File: config.mk
export PLATFORM = sky130hd
export DESIGN_NAME = sfep_ctrl
export DESIGN_NICKNAME = d
export VERILOG_FILES = /design/src/hw/rtl/sfep_pkg.sv /design/src/hw/rtl/sfep_ctrl.sv
export SDC_FILE = /design/constraint.sdc
export NUM_CORES = 1
export LEC_CHECK = 0
export ABC_AREA = 1
export BUFFER_PORTS_ARGS = -buffer_cell sky130_fd_sc_hd__buf_4
export CORE_AREA = 2 2 39 41
export CTS_CLUSTER_SIZE = 24
export DETAILED_ROUTE_END_ITERATION = 10
export DIE_AREA = 0 0 41 43
export PLACE_DENSITY_LB_ADDON = 0.2
export SLEW_MARGIN = 20
export SYNTH_ARGS = -nofsm -noshare
export SYNTH_HDL_FRONTEND = slang
export SYNTH_SLANG_ARGS = --single-unit
File: constraint.sdc
create_clock -name clk -period 1.1 [get_ports clk]
set_clock_uncertainty 0.1 [all_clocks]
set_input_delay 0.11 -clock clk [delete_from_list [all_inputs] [get_ports clk]]
set_output_delay 0.11 -clock clk [all_outputs]
set_load 0.02 [all_outputs]
File: src/hw/rtl/sfep_pkg.sv
// Shared types and constants for the sparse feature elementwise product block.
// Used by sfep_ctrl, sfep_datapath and the top level; depends on nothing.
`default_nettype none

package sfep_pkg;

	localparam int LIST_DEPTH = 32;
	localparam int INDEX_BITS = 32;
	localparam int VALUE_BITS = 32;
	localparam int PTR_W      = $clog2(LIST_DEPTH);
	localparam int CNT_W      = $clog2(LIST_DEPTH + 1);

	localparam logic [INDEX_BITS-1:0] MASK_RESET = INDEX_BITS'(262143);
	localparam logic [VALUE_BITS-1:0] Q_ONE      = VALUE_BITS'(32'h0001_0000);

	typedef enum logic [1:0] {
		OP_LOAD_A = 2'd0,
		OP_LOAD_B = 2'd1,
		OP_START  = 2'd2
	} sfep_op_t;

	typedef enum logic [1:0] {
		ST_OK           = 2'd0,
		ST_BAD_ANCHOR   = 2'd1,
		ST_OUT_OF_ORDER = 2'd2,
		ST_OVERFLOW     = 2'd3
	} sfep_status_t;

	// controller to datapath
	typedef struct packed {
		logic         load_a;
		logic         load_b;
		logic         init_walk;
		logic         step;
		logic         mul;
		logic         emit_anchor;
		logic         emit_product;
		logic         emit_status;
		sfep_status_t code;
	} sfep_cmd_t;

	// datapath to controller
	typedef struct packed {
		logic overflow;
		logic anchors_ok;
		logic more;
		logic order_bad;
		logic match;
		logic out_free;
	} sfep_stat_t;

endpackage

`default_nettype wire

File: src/hw/rtl/sfep_ctrl.sv
// Sequencer for the sparse feature product: accepts words, runs the join walk.
// Depends on sfep_pkg for the command and status structs and the codes.
`default_nettype none

module sfep_ctrl (
	input  wire logic               clk,
	input  wire logic               arst_n,
	input  wire logic               in_valid,
	input  wire logic [1:0]         operation,
	output logic                    in_stall,
	input  wire sfep_pkg::sfep_stat_t st,
	output sfep_pkg::sfep_cmd_t     cmd
);
	import sfep_pkg::*;

	typedef enum logic [2:0] {
		S_IDLE,
		S_START,
		S_ISSUE,
		S_COMPARE,
		S_MUL,
		S_EMIT,
		S_FINAL
	} state_t;

	state_t       state_q;
	sfep_status_t code_q;
	logic         accept;

	assign in_stall = (state_q != S_IDLE);
	assign accept   = in_valid && (state_q == S_IDLE);

	always_ff @(posedge clk or negedge arst_n) begin
		if (!arst_n) begin
			state_q <= S_IDLE;
			code_q  <= ST_OK;
		end else begin
			case (state_q)
				S_IDLE: begin
					if (accept && operation == OP_START) state_q <= S_START;
				end
				S_START: begin
					if (st.overflow) begin
						code_q  <= ST_OVERFLOW;
						state_q <= S_FINAL;
					end else if (!st.anchors_ok) begin
						code_q  <= ST_BAD_ANCHOR;
						state_q <= S_FINAL;
					end else if (st.out_free) begin
						code_q  <= ST_OK;
						state_q <= S_ISSUE;
					end
				end
				S_ISSUE: begin
					state_q <= st.more ? S_COMPARE : S_FINAL;
				end
				S_COMPARE: begin
					if (st.order_bad) begin
						code_q  <= ST_OUT_OF_ORDER;
						state_q <= S_FINAL;
					end else if (st.match) begin
						state_q <= S_MUL;
					end else begin
						state_q <= S_ISSUE;
					end
				end
				S_MUL: state_q <= S_EMIT;
				S_EMIT: begin
					if (st.out_free) state_q <= S_ISSUE;
				end
				S_FINAL: begin
					if (st.out_free) state_q <= S_IDLE;
				end
				default: state_q <= S_IDLE;
			endcase
		end
	end

	always_comb begin
		cmd              = '0;
		cmd.code         = code_q;
		cmd.load_a       = accept && operation == OP_LOAD_A;
		cmd.load_b       = accept && operation == OP_LOAD_B;
		cmd.init_walk    = (state_q == S_START) && !st.overflow && st.anchors_ok && st.out_free;
		cmd.emit_anchor  = cmd.init_walk;
		cmd.step         = (state_q == S_COMPARE) && !st.order_bad;
		cmd.mul          = (state_q == S_MUL);
		cmd.emit_product = (state_q == S_EMIT) && st.out_free;
		cmd.emit_status  = (state_q == S_FINAL) && st.out_free;
	end

endmodule

`default_nettype wire

==> results of run 1 <==
-- metal layers --
metal	up-vias	routed length (um)	global-route usage, %
met5	-	0	0
met1	268	488	18.2
met2	17	784	30.6
met4	0	24	12.0
met3	2	59	1.57
li1	300	-	-
-- kinds of logic after synthesis --
group           count (synthesis)
simple gates                   44
buf+inv                        13
compound gates                  3
flops                           5
-- metrics by stage --
| step | util (%) | TNS [ns] | instances |
|---|---|---|---|
| after floorplan | - | -0.907 | 65 |
| after global placement | 50.7 | -1.30 | 111 |
| after detailed placement | 50.7 | -1.40 | 111 |
| after CTS | 61.9 | -3.82 | 123 |
| after global routing | 66.6 | -4.50 | 123 |
| final | 66.6 | -3.58 | 123 |
-- area by class of cell --
type                       instances  area (um2)  share of cell area [%]
tap                               16        20.0                    2.17
clock buffer                       4        26.3                    2.85
multi-input combinational         47         355                    38.5
sequential                         5         125                    13.6
timing repair buffer              39         348                    37.7
inverter                          12        47.5                    5.16
-- power by group --
group / internal [mW] / switching [mW] / total, mW
combinational: 0.846 / 0.916 / 1.76
sequential: 0.282 / 0.0643 / 0.346
clock: 0.137 / 0.0773 / 0.215
total: 1.27 / 1.06 / 2.32
-- worst max path at each step --
stage	from	to	cells after the start
final	state_q[1]	cmd[3]	5
after global routing	state_q[1]	cmd[8]	6
after CTS	state_q[1]	cmd[8]	6
after detailed placement	state_q[1]	cmd[8]	6
after global placement	state_q[1]	cmd[8]	6
after floorplan	state_q[1]	cmd[7]	4
-- flip-flops by register name, summed over array words and instances, names as in the netlist --
register,flops
state_q,3
code_q,2
-- critical path, delay by kind of cell, from the launching register on --
family / cells / cell delay [ns]
flip-flops: 1 / 0.38
AND/OR/NAND/NOR: 2 / 0.28
buffers and inverters: 3 / 0.34
-- what timing repair did --
action / CTS / global route
endpoints found under the setup margin: 14 / 14
setup buffers: 7 / 0
pin swaps: 6 / 3
resized for setup: 16 / 16
hold buffers: 1 / 0
hold endpoints to repair: 5 / 0
-- cells in the mapped netlist (all sizes together) --
cell	instances	area, um2
nor2	11	43.8
nand2	15	58.8
nand3	7	50.1
nand4	4	25.0
buf	1	7.51
inv	12	45.0
nor4	1	6.26
nor3	5	25.0
nand3b	1	7.51
dfrtp	5	125
o21ai	3	15.0
==> out/metrics.cfg, run 1 <==
[critical_path]
cp_max_fo=4
cp-end-kind=output pin
reg2reg_setup_slack_ns=-0.18
crit_type=register to output pin
max_stage_delay_ns=0.38
r2r_cells=7
slowest_stage=dfrtp_1
cp-start-kind=register
critPathRequiredTime_ns=0.89
timing.rr.end=code_q[1]
cp.arrival_ns=1.25
path_cells=buf_4 -> nor3_2 -> nand2_1 -> inv_1 -> buf_6
rr_startpoint=state_q[2]

[cells_and_area]
final_cell_mix=buf_4, buf_6, nand2_1
layout.nets=119
n_fill_cell=136
syn2layout_area_growth_pct=125
antenna_cells=0
design_area_um2=922
drive_above_1_share_pct=58.9
final_common_cell=buf_4

[floorplanning]
initial_utilization_pct=29.6
die_area_um2=1760
fp.dieW_um=41
die_h_um=43
rows=14
core_um2=1380
io_pins=22

[timing]
hold_slack_ns=0.104
worst_pin_slew_ns=0.293
finalSetupViolations=14
slew_violations=0
rsz0062_at_grt=true
finalHoldViolCount=0
fin_crit_ns=1.46
setup_slack_ns=-0.360
fmax_mhz=685
max_slew_margin_pct=80.4
min_period_over_period_pct=133

[synthesis]
synth_top_family_by_area=simple AND/OR/NAND/NOR gates
synth_seq_area_share_pct=30.6
ys_warn_count=0
muxShareOfSynthArea_pct=0
yosys.area_share.simple_pct=52.9
synth_fp_nets=76
avgSynthCellArea_um2=6.29
synth_cell_types=16
synth_cells=65
syn_area_um2=409
ys_seq_elements=5
synthXorXnorAreaFrac_pct=0
synth_compound_area_share_pct=3.67
synth_fa_ha_area_share_pct=0

[clock_network]
clockBufferDepth=2
cts_tree=built
root_buffer=clkbuf_4
cts_max_level=1
clk_pin_slew_worst_paths_ns=0.04
clkSinkCount=5
numCtsBuffers=3
clk_latency_ns=0.25

[run]
drv_cap=0

[worst_hold_path]
hp-class=input port to asynchronous set/reset pin

[global_route]
track_usage_pct=17.6
antenna_found_initial=0
grt_max_degree=7
grt_overflow=0
grt_pass1_vias=551
grt_pass1_wl_um=2080

[drt]
drc_errors=0
dr.pass1.iters=4
vias_per_cell=4.77
drt-total-wl_um=1360
routedWlPerCell_um=11.0
drtAntennaViolNets=0
via_count=587
drtIter0Drc=5

[pwr]
p_per_area_nw_per_um2=2520
ir_worst_vdd_v=0.00136
leakage_nw=0.474
power_mw=2.32

[place]
port_buffers=21
dpl_cell_area_um2=702
gp_congestion=0.813
dp_hpwl_um=958
place_ws_ns=-0.211

[status]
status=finished with violations
violations=setup timing

No activity file was read; power rests on OpenSTA's default activity.
==> inputs of run 2 (changes only) <==
- clock period: 1.1 -> 1.3 ns (I/O delays scaled with it)
==> run 2 against run 1 <==
The run still ends with setup timing left. Worst setup slack improved by 0.17 ns. Critical path depth shrank 2. Cell count fell by 4.9%. Core utilization is 7.2 points lower. Worst hold slack improved by 0.026 ns. Sequential power down 7.8%. Largest cell class unchanged.
==> out/metrics.cfg, run 2 (synthesized netlist as in run 1, its figures left out) <==
[status]
status=finished with violations
violations=setup timing

[critical_path]
timing.rr.end=state_q[0]
reg2reg_setup_slack_ns=-0.02
crit_type=register to output pin
cp_max_fo=6
rr_startpoint=state_q[1]
cp.arrival_ns=1.26
cp-end-kind=output pin
r2r_cells=7
critPathRequiredTime_ns=1.07
cp-start-kind=register

[cells_and_area]
drive_above_1_share_pct=55.4
layout.nets=113
antenna_cells=0
final_cell_mix=buf_4, nand2_1, buf_6
largest_register_ffs=3
largest_registers=state_q (3), code_q (2)
top_register=state_q
syn2layout_area_growth_pct=101
final_common_cell=buf_4

[clock_network]
cts_max_level=1
root_buffer=clkbuf_4
clk_pin_slew_worst_paths_ns=0.04
clk_latency_ns=0.23
clkSinkCount=5
numCtsBuffers=3
cts_tree=built
clockBufferDepth=2

[timing]
timing.setup.tns_ns=-1.18
slew_violations=0
max_slew_margin_pct=83.6
setup_slack_ns=-0.186
fin_crit_ns=1.49
worst_pin_slew_ns=0.244
fmax_mhz=673
min_period_over_period_pct=114
finalHoldViolCount=0
finalSetupViolations=11
hold_slack_ns=0.130
rsz0062_at_grt=true

[drt]
drc_errors=0
routedWlPerCell_um=11.6
via_count=567
drtAntennaViolNets=0
drt-total-wl_um=1350
vias_per_cell=4.85
dr.pass1.iters=4
drtIter0Drc=5

[floorplanning]
die_h_um=43
fp.dieW_um=41
initial_utilization_pct=29.6
rows=14
die_area_um2=1760
io_pins=22
core_um2=1380

[global_route]
grt_overflow=0
grt_max_degree=7
antenna_found_initial=0
grt_pass1_wl_um=1840
grt_pass1_vias=466
track_usage_pct=15.5

[worst_hold_path]
hp-class=input port to asynchronous set/reset pin

[place]
dp_hpwl_um=838
gp_congestion=0.837
port_buffers=21

[pwr]
leakage_nw=0.422
ir_worst_vdd_v=0.00102
p_per_area_nw_per_um2=2140
power_mw=1.76

[run]
drv_cap=0

run 2: report_power, final:
part,internal (mW),switching (mW),leakage [nW]
Sequential,0.242,0.0775,0.0599
Clock,0.115,0.0554,0.0150
Combinational,0.580,0.691,0.347
Total,0.937,0.824,0.422
run 2: stage by stage:
stage                     instances  worst slack, ns  utilization (%)  cell area, um2
after global placement          105           0.0489             44.4             614
after CTS                       116           -0.158             53.5             741
after detailed placement        105           0.0237             44.4             614
final                           117           -0.186             59.4             822
after global routing            117           -0.241             59.4             822
after floorplan                  65           -0.160                -             414
run 2: layout make-up:
class | instances | area, um2
fillers | 131 | 562
multi-input cells | 47 | 305
repair buffers | 33 | 292
flip-flops and latches | 5 | 126
inverters | 12 | 52.6
clock buffers | 4 | 26.3
well taps | 16 | 20.0
run 2: repair_timing:
item | CTS | global route
hold endpoints to repair | 5 | 0
gates resized for setup | 10 | 22
hold buffers | 1 | 0
pin swaps | 2 | 8
endpoints found under the setup margin | 9 | 14
setup buffers | 6 | 2
run 2: worst max-delay path, stage by stage, from the launching register on:
cell,delay [ns]
dfrtp_2,0.42
clkinv_4,0.12
nor4_1,0.29
buf_4,0.19
run 2: worst max path at each step:
stage / startpoint / cells past startpoint / end / slack, ns
2_1_floorplan: state_q[0] / 5 / cmd[8] / -0.16
3_3_place_gp: state_q[2] / 6 / code_q[0] / 0.05
5_1_grt: state_q[2] / 3 / cmd[2] / -0.24
3_5_place_dp: state_q[1] / 6 / cmd[9] / 0.02
6_report: state_q[2] / 3 / cmd[2] / -0.19
4_1_cts: state_q[2] / 4 / cmd[4] / -0.16
run 2: routing by layer:
| metal | track usage (%) | vias to the layer above | part of all wire, % |
|---|---|---|---|
| met1 | 17.8 | 265 | 38 |
| met3 | 3.14 | 2 | 3.6 |
| li1 | - | 285 | - |
| met5 | 0 | - | 0 |
| met2 | 26.3 | 15 | 56 |
| met4 | 6.00 | 0 | 1.5 |
==> inputs of run 3 (changes only) <==
- clock period: 1.3 -> 1.8 ns (I/O delays scaled with it)
==> run 3 against run 2 <==
The flow now finishes without violations. Worst setup slack better by 0.30 ns. Critical path depth is 3 higher. Worst hold slack worse by 0.00069 ns. Die area stayed put. Critical path type unchanged. Critical endpoint is now cmd[8]. Largest power group unchanged. Highest routed layer is now met3.
==> out/metrics.cfg, run 3 (synthesized netlist as in run 1, its figures left out) <==
[global_route]
antenna_found_initial=0
met1_usage_pct=19.1
grt_overflow=0
grt_util_met2_pct=16.3
grt_pass1_wl_um=1520
grt_busiest_layer=met1
track_usage_pct=12.6
grt_max_degree=7
grt_pass1_vias=393
use_met3_pct=3.14

[timing]
setup_slack_ns=0.118
fin_crit_ns=1.68
min_period_over_period_pct=93.4
finalHoldViolCount=0
rsz0062_at_grt=false
worst_pin_slew_ns=0.222
timing.setup.tns_ns=0
fmax_mhz=595
finalSetupViolations=0
slew_violations=0
hold_slack_ns=0.129
max_slew_margin_pct=85.1

[floorplanning]
initial_utilization_pct=29.6
core_um2=1380
die_area_um2=1760
fp.dieW_um=41
rows=14
io_pins=22
die_h_um=43

[pwr]
ir_worst_vdd_v=0.000612
leakage_nw=0.348
p_per_area_nw_per_um2=1440
power_uw=895

[clock_network]
cts_max_level=1
root_buffer=clkbuf_4
postCtsSetupRepairBufs=0
clk_pin_slew_worst_paths_ns=0.04
numCtsBuffers=3
clockBufferDepth=2
cts_tree=built
clk_latency_ns=0.24
clkSinkCount=5

[cells_and_area]
fin_cells=106
largest_registers=state_q (3), code_q (2)
final_cell_mix=buf_4, nand2_1, nor2_1
largest_register_ffs=3
n_fill_cell=152
top_register=state_q
design_area_um2=621
syn2layout_area_growth_pct=51.7
layout.nets=102
final_util_pct=44.8
antenna_cells=0
drive_above_1_share_pct=36.7
final_common_cell=buf_4

[critical_path]
cp_max_fo=6
cp-start-kind=register
cp-end-kind=output pin
crit_type=register to output pin
cp.arrival_ns=1.40
critPathRequiredTime_ns=1.52

[place]
gp_congestion=0.793
port_buffers=21
dpl_cell_area_um2=579
place_inst=101
place_ws_ns=0.392
dp_hpwl_um=804

[drt]
drt-total-wl_um=971
drc_errors=0
dr.pass1.iters=4
drtIter0Drc=6
vias_per_cell=4.46
routedWlPerCell_um=9.16
drtAntennaViolNets=0
via_count=473

[run]
drv_cap=0

[status]
status=completed

[worst_hold_path]
hp-class=input port to register

==> run 3: cell types whose count changed in the layout (fill, tap and decap cells not counted), moves of 3 or more <==
| cell | delta |
|---|---|
| nand2_2 | -3 |
| buf_6 | -11 |
| nor3_1 | +3 |
| nand2_1 | +3 |
==> run 3: cell type report <==
type / instances / area, um2 / share of cell area, %
clock buffers: 4 / 26.3 / 4.23
inverters: 12 / 45.0 / 7.26
multi-input cells: 47 / 236 / 38.1
flip-flops and latches: 5 / 125 / 20.2
well taps: 16 / 20.0 / 3.23
repair buffers: 22 / 168 / 27.0
==> run 3: power breakdown <==
part           leakage (nW)  internal, mW  switching (mW)
Combinational         0.272         0.204           0.328
Sequential           0.0611         0.172          0.0651
Clock                0.0150        0.0836          0.0423
Total                 0.348         0.460           0.435
==> run 3: final timing paths <==
path | slack, ns | cells after the start | startpoint | endpoint
max | 0.12 | 6 | state_q[0] | cmd[8]
min | 0.13 | 3 | st[0] | state_q[1]
max reg2reg | 0.54 | 6 | state_q[2] | code_q[1]
min reg2reg | 0.38 | 2 | code_q[0] | code_q[0]
max in group asynchronous | 1.31 | 2 | arst_n | state_q[0]
min in group asynchronous | 0.18 | 2 | arst_n | code_q[1]
==> run 3: layer usage <==
metal / vias to the layer above / routed length [um]
li1: 261 / -
met1: 202 / 450
met2: 10 / 471
met3: 0 / 49
met4: 0 / 0
met5: - / 0
==> run 3: worst max-delay path, cell delays in order, from the launching register on <==
cell	delay [ns]
dfrtp_1	0.43
inv_2	0.13
nand2_2	0.08
nor2_2	0.12
nand2_1	0.10
nor3_1	0.14
buf_4	0.17
==> run 3: timing repair <==
action	in CTS	in global routing
setup endpoints to repair	0	1
hold buffers	1	0
gates resized for setup	0	1
endpoints found under the hold margin	5	0
